[src/hdl/wbps_pkg.sv]
package wbps_pkg;

  localparam int unsigned PATTERN_MAX_DEF = 16;
  localparam int unsigned OFFSET_BITS_DEF = 32;
  localparam int unsigned COUNT_BITS_DEF  = 10;

  localparam int unsigned OFFSET_W    = 32;
  localparam int unsigned TOTAL_W     = 10;
  localparam int unsigned PAT_BYTES   = 16;
  localparam int unsigned PAT_IDX_W   = 4;
  localparam int unsigned LEN_W       = 5;
  localparam int unsigned MAX_W       = 10;
  localparam int unsigned CFG_DATA_W  = 64;
  localparam int unsigned CFG_ADDR_W  = 6;

  localparam int unsigned QUEUE_DEPTH = 4;
  localparam int unsigned QUEUE_PTR_W = 2;
  localparam int unsigned QUEUE_CNT_W = 3;

  localparam logic [LEN_W-1:0] LEN_RST      = 5'd1;
  localparam logic [7:0]       WILDCARD_RST = 8'hFF;
  localparam logic [MAX_W-1:0] MAX_RST      = 10'd10;

  typedef enum logic [2:0] {
    REG_PATTERN_LOW  = 3'd0,
    REG_PATTERN_HIGH = 3'd1,
    REG_PATTERN_LEN  = 3'd2,
    REG_WILDCARD     = 3'd3,
    REG_MAX_MATCHES  = 3'd4
  } reg_idx_e;

  typedef enum logic {
    KIND_MATCH   = 1'b0,
    KIND_SUMMARY = 1'b1
  } kind_e;

  typedef struct packed {
    logic [7:0] data_byte;
    logic       last_byte;
  } req_t;

  typedef struct packed {
    kind_e               result_kind;
    logic [OFFSET_W-1:0] match_offset;
    logic [TOTAL_W-1:0]  match_total;
    logic                final_result;
  } res_t;

  typedef struct packed {
    logic shift;
    logic clear;
  } cell_ctrl_t;

endpackage

[src/hdl/wbps_stream_if.sv]
interface wbps_stream_if #(
  parameter type payload_t = logic
);
  logic     valid;
  logic     ready;
  payload_t payload;

  modport source (output valid, output payload, input ready);
  modport sink (input valid, input payload, output ready);
endinterface

[src/hdl/wbps_cell.sv]
module wbps_cell import wbps_pkg::*; (
  input  logic       clk_i,
  input  logic       rst_ni,
  input  cell_ctrl_t ctrl_i,
  input  logic [7:0] byte_i,
  input  logic [7:0] pat_i,
  input  logic [7:0] wild_i,
  input  logic       active_i,
  output logic [7:0] byte_o,
  output logic       match_o
);

  logic [7:0] byte_q;

  always_ff @(posedge clk_i or negedge rst_ni) begin
    if (!rst_ni) begin
      byte_q <= '0;
    end else if (ctrl_i.shift) begin
      byte_q <= ctrl_i.clear ? 8'd0 : byte_i;
    end
  end

  // compare against the value this cell takes on the shift
  assign match_o = !active_i || (pat_i == wild_i) || (byte_i == pat_i);
  assign byte_o  = byte_q;

endmodule

[src/hdl/wbps_res_queue.sv]
module wbps_res_queue import wbps_pkg::*; (
  input  logic        clk_i,
  input  logic        rst_ni,
  input  logic [1:0]  push_cnt_i,
  input  res_t        data0_i,
  input  res_t        data1_i,
  output logic        space_o,
  wbps_stream_if.source res_o
);

  res_t                   mem_q [QUEUE_DEPTH];
  logic [QUEUE_PTR_W-1:0] wr_ptr_q, rd_ptr_q;
  logic [QUEUE_CNT_W-1:0] cnt_q;
  logic                   pop;

  assign pop = res_o.valid && res_o.ready;

  always_ff @(posedge clk_i) begin
    if (push_cnt_i != 2'd0) begin
      mem_q[wr_ptr_q] <= data0_i;
    end
    if (push_cnt_i == 2'd2) begin
      mem_q[wr_ptr_q + QUEUE_PTR_W'(1)] <= data1_i;
    end
  end

  always_ff @(posedge clk_i or negedge rst_ni) begin
    if (!rst_ni) begin
      wr_ptr_q <= '0;
      rd_ptr_q <= '0;
      cnt_q    <= '0;
    end else begin
      wr_ptr_q <= wr_ptr_q + QUEUE_PTR_W'(push_cnt_i);
      rd_ptr_q <= rd_ptr_q + QUEUE_PTR_W'(pop);
      cnt_q    <= cnt_q + QUEUE_CNT_W'(push_cnt_i) - QUEUE_CNT_W'(pop);
    end
  end

  // room for the two results one request can cause
  assign space_o       = cnt_q <= QUEUE_CNT_W'(QUEUE_DEPTH - 2);
  assign res_o.valid   = cnt_q != '0;
  assign res_o.payload = mem_q[rd_ptr_q];

endmodule

[src/hdl/wildcard_byte_pattern_scanner.sv]
// results: each result is written into the result queue as its request is accepted
// throughput: one request per cycle while the result queue has room for two results; a request
//   that causes a match and a summary yields two results, buffered in a four-entry result queue
// the window compare is one pass over the row of cells in the accept cycle
// reset: window, byte and match counters clear; registers take their reset values
module wildcard_byte_pattern_scanner import wbps_pkg::*; #(
  parameter int unsigned PATTERN_MAX = PATTERN_MAX_DEF,
  parameter int unsigned OFFSET_BITS = OFFSET_BITS_DEF,
  parameter int unsigned COUNT_BITS  = COUNT_BITS_DEF
) (
  input  logic                  clk_i,
  input  logic                  rst_ni,
  input  logic                  psel,
  input  logic                  penable,
  input  logic                  pwrite,
  input  logic [CFG_ADDR_W-1:0] paddr,
  input  logic [CFG_DATA_W-1:0] pwdata,
  output logic [CFG_DATA_W-1:0] prdata,
  output logic                  pready,
  wbps_stream_if.sink           req_i,
  wbps_stream_if.source         res_o
);

  localparam int unsigned CMP_W = (COUNT_BITS > MAX_W) ? COUNT_BITS : MAX_W;
  localparam int unsigned OFF_EXT_W = (OFFSET_BITS > OFFSET_W) ? OFFSET_BITS : OFFSET_W;

  logic [63:0]      pat_low_q, pat_high_q;
  logic [LEN_W-1:0] pat_len_q;
  logic [7:0]       wild_q;
  logic [MAX_W-1:0] max_q;
  logic             wr_en;
  reg_idx_e         reg_idx;

  assign pready  = 1'b1;
  assign wr_en   = psel && penable && pwrite;
  assign reg_idx = reg_idx_e'(paddr[5:3]);

  always_ff @(posedge clk_i or negedge rst_ni) begin
    if (!rst_ni) begin
      pat_low_q  <= '0;
      pat_high_q <= '0;
      pat_len_q  <= LEN_RST;
      wild_q     <= WILDCARD_RST;
      max_q      <= MAX_RST;
    end else if (wr_en) begin
      unique case (reg_idx)
        REG_PATTERN_LOW:  pat_low_q  <= pwdata;
        REG_PATTERN_HIGH: pat_high_q <= pwdata;
        REG_PATTERN_LEN:  pat_len_q  <= pwdata[LEN_W-1:0];
        REG_WILDCARD:     wild_q     <= pwdata[7:0];
        REG_MAX_MATCHES:  max_q      <= pwdata[MAX_W-1:0];
        default: ;
      endcase
    end
  end

  always_comb begin
    prdata = '0;
    unique case (reg_idx)
      REG_PATTERN_LOW:  prdata = pat_low_q;
      REG_PATTERN_HIGH: prdata = pat_high_q;
      REG_PATTERN_LEN:  prdata = CFG_DATA_W'(pat_len_q);
      REG_WILDCARD:     prdata = CFG_DATA_W'(wild_q);
      REG_MAX_MATCHES:  prdata = CFG_DATA_W'(max_q);
      default:          prdata = '0;
    endcase
  end

  // pattern bytes and used length
  logic [8*PAT_BYTES-1:0] pat_all;
  logic [7:0]             pat_bytes [PAT_BYTES];
  logic [LEN_W-1:0]       len_u, len_m1;

  assign pat_all = {pat_high_q, pat_low_q};

  for (genvar i = 0; i < PAT_BYTES; i++) begin : g_pat
    assign pat_bytes[i] = pat_all[8*i +: 8];
  end

  always_comb begin
    len_u = pat_len_q;
    if (len_u == '0) begin
      len_u = LEN_W'(1);
    end else if (len_u > LEN_W'(PATTERN_MAX)) begin
      len_u = LEN_W'(PATTERN_MAX);
    end
  end

  assign len_m1 = len_u - LEN_W'(1);

  // request side
  logic                   accept, last;
  logic                   space;
  cell_ctrl_t             cell_ctrl;
  logic [7:0]             win   [PATTERN_MAX];
  logic [PATTERN_MAX-1:0] eq;

  assign accept       = req_i.valid && req_i.ready;
  assign last         = req_i.payload.last_byte;
  assign req_i.ready  = space;
  assign cell_ctrl    = '{shift: accept, clear: last};

  for (genvar k = 0; k < PATTERN_MAX; k++) begin : g_cell
    logic [7:0]       byte_in;
    logic [LEN_W-1:0] pidx_full;
    logic             active;

    if (k == 0) begin : g_head
      assign byte_in = req_i.payload.data_byte;
    end else begin : g_link
      assign byte_in = win[k-1];
    end

    assign active    = LEN_W'(k) <= len_m1;
    assign pidx_full = len_m1 - LEN_W'(k);

    wbps_cell u_cell (
      .clk_i    (clk_i),
      .rst_ni   (rst_ni),
      .ctrl_i   (cell_ctrl),
      .byte_i   (byte_in),
      .pat_i    (pat_bytes[pidx_full[PAT_IDX_W-1:0]]),
      .wild_i   (wild_q),
      .active_i (active),
      .byte_o   (win[k]),
      .match_o  (eq[k])
    );
  end

  // counters
  logic [OFFSET_BITS-1:0] seen_q, seen_d, count_after, offset_full;
  logic [COUNT_BITS-1:0]  found_q, found_d, found_inc, found_new;
  logic [CMP_W-1:0]       found_ext, max_ext, total_ext;
  logic [OFF_EXT_W-1:0]   offset_ext;
  logic                   hit, report;

  assign count_after = (seen_q != '1) ? seen_q + OFFSET_BITS'(1) : seen_q;
  assign hit         = (count_after >= OFFSET_BITS'(len_u)) && (&eq);
  assign found_ext   = CMP_W'(found_q);
  assign max_ext     = CMP_W'(max_q);
  assign report      = hit && (found_ext < max_ext);
  assign found_inc   = (found_q != '1) ? found_q + COUNT_BITS'(1) : found_q;
  assign found_new   = report ? found_inc : found_q;
  assign offset_full = seen_q - OFFSET_BITS'(len_m1);
  assign offset_ext  = OFF_EXT_W'(offset_full);
  assign total_ext   = CMP_W'(found_new);

  assign seen_d  = last ? '0 : count_after;
  assign found_d = last ? '0 : found_new;

  always_ff @(posedge clk_i or negedge rst_ni) begin
    if (!rst_ni) begin
      seen_q  <= '0;
      found_q <= '0;
    end else if (accept) begin
      seen_q  <= seen_d;
      found_q <= found_d;
    end
  end

  // results
  res_t       match_res, sum_res, data0;
  logic [1:0] push_cnt;

  assign match_res = '{result_kind:  KIND_MATCH,
                       match_offset: offset_ext[OFFSET_W-1:0],
                       match_total:  total_ext[TOTAL_W-1:0],
                       final_result: !last};
  assign sum_res   = '{result_kind:  KIND_SUMMARY,
                       match_offset: '0,
                       match_total:  total_ext[TOTAL_W-1:0],
                       final_result: 1'b1};
  assign data0     = report ? match_res : sum_res;
  assign push_cnt  = accept ? (2'(report) + 2'(last)) : 2'd0;

  wbps_res_queue u_queue (
    .clk_i      (clk_i),
    .rst_ni     (rst_ni),
    .push_cnt_i (push_cnt),
    .data0_i    (data0),
    .data1_i    (sum_res),
    .space_o    (space),
    .res_o      (res_o)
  );

endmodule

[src/flat_wrapper.sv]
// flat-port wrapper written by rule: the top's interface ports become plain ports
module wildcard_byte_pattern_scanner_flat import wbps_pkg::*;
#(
  parameter int unsigned PATTERN_MAX = PATTERN_MAX_DEF,
  parameter int unsigned OFFSET_BITS = OFFSET_BITS_DEF,
  parameter int unsigned COUNT_BITS  = COUNT_BITS_DEF
)
  (clk_i, rst_ni, psel, penable, pwrite, paddr, pwdata, prdata, pready, req_i_valid, req_i_payload, req_i_ready, res_o_valid, res_o_payload, res_o_ready);
  wbps_stream_if #(.payload_t(req_t)) req_i_i ();
  wbps_stream_if #(.payload_t(res_t)) res_o_i ();
  input  logic clk_i;
  input  logic rst_ni;
  input  logic psel;
  input  logic penable;
  input  logic pwrite;
  input  logic [CFG_ADDR_W-1:0] paddr;
  input  logic [CFG_DATA_W-1:0] pwdata;
  output logic [CFG_DATA_W-1:0] prdata;
  output logic pready;
  input wire logic [$bits(req_i_i.valid)-1:0] req_i_valid;
  input wire logic [$bits(req_i_i.payload)-1:0] req_i_payload;
  output wire logic [$bits(req_i_i.ready)-1:0] req_i_ready;
  output wire logic [$bits(res_o_i.valid)-1:0] res_o_valid;
  output wire logic [$bits(res_o_i.payload)-1:0] res_o_payload;
  input wire logic [$bits(res_o_i.ready)-1:0] res_o_ready;
  assign req_i_i.valid = req_i_valid;
  assign req_i_i.payload = req_i_payload;
  assign req_i_ready = req_i_i.ready;
  assign res_o_valid = res_o_i.valid;
  assign res_o_payload = res_o_i.payload;
  assign res_o_i.ready = res_o_ready;
  wildcard_byte_pattern_scanner #(.PATTERN_MAX(PATTERN_MAX), .OFFSET_BITS(OFFSET_BITS), .COUNT_BITS(COUNT_BITS)) u_core (.clk_i(clk_i), .rst_ni(rst_ni), .psel(psel), .penable(penable), .pwrite(pwrite), .paddr(paddr), .pwdata(pwdata), .prdata(prdata), .pready(pready), .req_i(req_i_i), .res_o(res_o_i));
endmodule
[config.mk]
export PLATFORM = sky130hd
export DESIGN_NAME = wildcard_byte_pattern_scanner_flat
export DESIGN_NICKNAME = d
export VERILOG_FILES = /design/src/hdl/wbps_pkg.sv /design/src/hdl/wbps_stream_if.sv /design/src/hdl/wbps_cell.sv /design/src/hdl/wbps_res_queue.sv /design/src/hdl/wildcard_byte_pattern_scanner.sv /design/src/flat_wrapper.sv
export SDC_FILE = /design/constraint.sdc
export NUM_CORES = 1
export LEC_CHECK = 0
export BUFFER_PORTS_ARGS = -buffer_cell sky130_fd_sc_hd__buf_2
export CAP_MARGIN = 0
export CORE_ASPECT_RATIO = 0.75
export CORE_MARGIN = 3
export CORE_UTILIZATION = 55
export DETAILED_ROUTE_END_ITERATION = 10
export HOLD_SLACK_MARGIN = 0.15
export PLACE_DENSITY = 0.81
export SYNTH_ARGS = -nofsm -noshare
export SYNTH_HDL_FRONTEND = slang
export SYNTH_SLANG_ARGS = --single-unit
[constraint.sdc]
create_clock -name clk_i -period 22.6 [get_ports clk_i]
set_input_delay 4.52 -clock clk_i [delete_from_list [all_inputs] [get_ports clk_i]]
set_output_delay 4.52 -clock clk_i [all_outputs]
set_load 0.005 [all_outputs]
# After elaboration in Yosys (flattened, before gate mapping)
# Memories as Yosys holds them, arrays and structs flattened.
# Cells that the tools add are included.
# Widths: inputs -> output; s select.
totals:
  register_bits: 320
  elab_cells: 284
  ram_bits: 176
  memories: 1
op_classes:
  n_lt_le_gt_ge: 36
  bitwise_logic: 16
  eq_ne: 39
  n_mux: 77
  add_sub_neg: 25
  reduce_logical: 65
mem_list:
  columns: ["name", "depth", "word_bits", "rd", "rd_clocked_by_memory_dff", "write_ports", "line", "text"]
  rows:
  - ["u_core.u_queue.mem_q", 4, 44, 1, 0, 2, "wbps_res_queue.sv:11", "res_t mem_q [QUEUE_DEPTH];"]
op_table:
  columns: ["op", "n"]
  rows:
  - ["$bmux 8 s4", 16]
  - ["$mux 8", 47]
  - ["$pmux 64 s5", 1]
  - ["$eq 8x8->1", 32]
  - ["$ge 5x5->1 const B", 16]
  - ["$not 4->5", 16]
  - ["$mux 32", 2]
  - ["$mux 44", 1]
  - ["$le 4x5->1 const A", 8]
  - ["$add 32x1->32 const B", 1]
  - ["$ge 32x5->1", 1]
  - ["$logic_or 1x1->1", 32]
  - ["$ne 32x32->1 const B", 1]
  - ["$sub 32x5->32", 1]
  - ["$sub 4x4->4 const B", 8]
  - ["$mux 10", 3]
  - ["$le 3x5->1 const A", 4]
  - ["$logic_not 1->1", 17]
  - ["$reduce_and 16->1", 1]
  - ["$sub 4x3->4 const B", 4]
  - ["$add 10x1->10 const B", 1]
  - ["$le 1x5->1 const A", 2]
  - ["$le 2x5->1 const A", 2]
  - ["$lt 10x10->1", 1]
  - ["25 further kinds", 40]

# Longest topological paths before layout
logic_depth:
  depth_word: 20
  mapped_depth: 36

# Cells and area by module
# Synthesis repeated with hierarchy kept, for this count alone.
unflattened:
  hier_cells: 3322
  area_unflattened_um2: 34481.8
by_module_without_submodules:
  columns: ["mod", "instances", "seq_area_each_um2", "cells_each", "area_per_inst_um2"]
  rows:
  - ["wildcard_byte_pattern_scanner", 1, 4843.4, 1977, 17272.8]
  - ["wbps_res_queue", 1, 5460.2, 465, 8941.1]
  - ["wbps_cell", 16, 200.2, 55, 516.7]

# Worst setup path after synthesis
# OpenSTA, ideal clock, no wires.
synth_path:
  kind: "input -> output"
  start: "input paddr[3]"
  end: "output prdata[10]"
  slack_ps: 11942
  n_path_buf: 4
  t_arrival_ps: 6138
  stages: 7
  cell_sequence: "clkbuf_1 nor2b_1 clkbuf_1 nor2b_1 clkbuf_1 clkbuf_1 a22o_1"
synth_between:
  elab_chain_cells: 2
  elab_cells_between_ends: 6
  cone_classes: "4 x eq/ne; 1 x mux; 1 x reduce/logical"
synth_lines:
  columns: ["element", "line", "text"]
  rows:
  - ["start, declared", "flat_wrapper.sv:16", "input logic [CFG_ADDR_W-1:0] paddr;"]
  - ["$eq 3x3->1, or another cell as far along", "wildcard_byte_pattern_scanner.sv:59", "unique case (reg_idx)"]
  - ["$pmux 64 s5 *", "wildcard_byte_pattern_scanner.sv:59", null]
  - ["end, declared", "flat_wrapper.sv:18", "output logic [CFG_DATA_W-1:0] prdata;"]
# Every way passes the cells marked *; elsewhere a longest branch is shown, timed or not.

==> results_dict.tcl <==
set metrics [dict create \
    status "completed" \
    first_iter_violations 5066 \
    grt_pass1_vias 28100 \
    first_pass_iters 7 \
    final_cell_mix "579 x nand2_1, 312 x o21ai_0, 306 x dfrtp_1" \
    syn_nets 3649 \
    cts_resized 0 \
    max_freq_mhz 85.9 \
    ys_warn_count 0 \
    drive_gt1_share_pct 20.3 \
    synth_cell_types 90 \
    design.die.area_um2 65200 \
    gr-max-usage-layer "met1" \
    coreArea_um2 61000 \
    use_met2_pct 50.6 \
    routedWlPerCell_um 28.3 \
    clock-sinks 496 \
    die_x_um 294 \
    rows 78 \
    p_leak_uw 0.0151 \
    power.density_cell_area_nw_per_um2 133 \
    synthTopCellsByArea "dfrtp_1 23%, mux4_2 12%, dfxtp_1 8.0%" \
    clock_path_buffers 3 \
    synth_ff_type "dfrtp_1" \
    cts_buffers 49 \
    postLayoutCoreUtil_pct 61.0 \
    grt_pass1_wl_um 184000 \
    worstPathRequired_ns 22.94 \
    synth_enable_flop_cells 40 \
    drv_cap 0 \
    synth_cells 3530 \
    fin_crit_ns 11.64 \
    clock_latency_ns 0.64 \
    numPortBuffers 192 \
    slew_violations 0 \
    path_class "reg2reg" \
    grt_max_degree 129 \
    path_clk_slew_ns 0.07 \
    synth-seq-cells 496 \
    use_met3_pct 16.6 \
    via_count 30500 \
    postCtsHoldBufs 0 \
    finClkSkew_ns 0.0586 \
    drc 0 \
    rsz0062_at_grt "no" \
    arrival_ns 11.98 \
    cp-end-kind "register" \
    setup_viol 0 \
    start_util_pct 56.1 \
    yosys.area.top_type "dfrtp_1" \
    timing.final.crit_share_pct 51.5 \
    hold_class "reg2reg" \
    ant_nets 0 \
    tns_ns 0 \
    syn_area_um2 34200 \
    met1_usage_pct 52.9 \
    dp_hpwl_um 91000 \
    avgSynthCellArea_um2 9.69 \
    wl_um 124000 \
    cts_setup_buffers 0 \
    worstPathMaxFanout 40 \
    htree_levels 2 \
    dieHeight_um 222 \
    start_kind "register" \
    area_growth_pct 8.76 \
    place.gp.congestion 1.06 \
    tritoncts "built" \
    ir_drop_mv 0.0890 \
    grtUsageTotal_pct 37.3 \
    cts-root-buf "clkbuf_16" \
    io_pins 197 \
    antenna_found_initial 4 \
    slew_headroom_pct 4.11 \
    grt_overflow 0 \
    vias_per_cell 6.97 \
    synth_top_area_share_pct 22.6 \
    fin_nets 3659 \
    async_reset_ff_share_pct 64.5 \
    worst_slew_pin_slew_ns 1.44 \
    layout_commonest_cell "nand2_1" \
    reg2reg_setup_slack_ns 10.96 \
    hold_viol_final 0 \
    yosysSeqAreaShare_pct 34.9 \
]
[metrics by stage]
stage / worst slack (ns) / hold WS, ns / total power [uW] / instances / cell area [um2]
4_1_cts: 11.39 / 0.448 / 4800 / 4380 / 37200
3_3_place_gp: 11.44 / 0.429 / 3890 / 4289 / 35500
2_1_floorplan: 11.94 / 0.420 / 3080 / 3530 / 34200
6_report: 10.96 / 0.447 / 4930 / 4383 / 37200
3_5_place_dp: 11.41 / 0.437 / 3920 / 4289 / 35500
5_1_grt: 10.43 / 0.471 / 5090 / 4380 / 37200
[worst max-delay path, cell delays in order (launching register included)]
cell	delay, ns
dfrtp_2	0.34
buf_4	0.52
nor2b_4	0.26
buf_4	0.51
inv_2	0.57
buf_4	0.49
ha_1	0.40
xnor2_2	0.18
buf_4	0.31
inv_1	0.50
ha_1	0.47
xnor2_2	0.62
mux4_2	0.67
xnor2_1	0.16
nand4_1	0.12
nor4_1	0.84
o31ai_1	0.36
nor4_4	0.54
nand3_2	0.62
inv_1	0.61
ha_1	0.37
o21bai_1	0.24
o22ai_1	0.12
nand2_1	0.10
buf_4	0.44
inv_1	0.54
o221a_2	0.28
[state kept, by name (all words and copies together), names as in the netlist, 3 cells and up]
signal and count:
u_core.wild_q 8, u_core.found_ext 10, u_core.max_ext 10, u_core.pat_len_q 5, u_core.u_queue.mem_q 176, u_core.seen_q 32, u_core.g_cell.u_cell.byte_o 120, u_core.pat_low_q 64
u_core.u_queue.cnt_q 3, u_core.pat_high_q 64
[layer usage]
layer	part of all wire, %	up-vias	wire [um]
li1	-	13000	-
met1	39	15000	48900
met2	40	2210	50100
met3	16	325	20000
met4	4.0	4	4950
met5	0.022	-	27
[path summary, 6_finish.rpt]
kind | from | to | cells past startpoint
worst max-delay path | u_core.pat_len_q[1] | u_core.u_queue.mem_q[0][5] | 26
worst min-delay path | u_core.u_queue.mem_q[0][22] | u_core.u_queue.mem_q[0][22] | 2
worst max register to register | u_core.pat_len_q[1] | u_core.u_queue.mem_q[0][5] | 26
worst min register to register | u_core.u_queue.mem_q[0][22] | u_core.u_queue.mem_q[0][22] | 2
max in group asynchronous | rst_ni | u_core.pat_len_q[1] | 3
min in group asynchronous | rst_ni | u_core.g_cell[2].u_cell.byte_o[7] | 1
[where the power goes]
part	internal [uW]	switching (uW)	total, uW
clock	492	380	872
sequential	1000	234	1230
combinational	1120	1710	2830
[cell families (layout without fill, tap and decap cells)]
family | after synthesis | after routing | synth area share [%]
mux | 539 | 539 | 23.0
flops | 496 | 496 | 34.9
simple gates | 985 | 985 | 13.3
buf+inv | 365 | 415 | 4.41
xor+xnor | 313 | 313 | 8.10
other cells | 1 | 4 | 0.0110
compound gates | 795 | 795 | 14.9
fa+ha+maj | 36 | 36 | 1.34
[synthesized netlist by cell type, drive strengths merged, types with 29 or more instances]
cell	number
edfxtp	40
a21boi	29
mux2	138
mux2i	217
o21ai	377
nor3	39
nor4	56
clkbuf	219
buf	76
a22oi	65
xor2	102
xnor2	210
dfxtp	136
nand3	66
inv	69
nand4	55
dfrtp	309
mux4	184
nor2	72
ha	31
a22o	72
a21oi	62
nand2	581
[area by class of cell]
cell class | instances | area [um2]
fill | 4913 | 23800
multi-input combinational | 2669 | 20800
sequential | 496 | 11900
inverter | 70 | 265
antenna | 3 | 7.51
tap | 800 | 1000
clock inverter | 25 | 352
clock buffer | 66 | 1370
timing repair buffer | 254 | 1440
No activity file was read; power rests on OpenSTA's default activity.
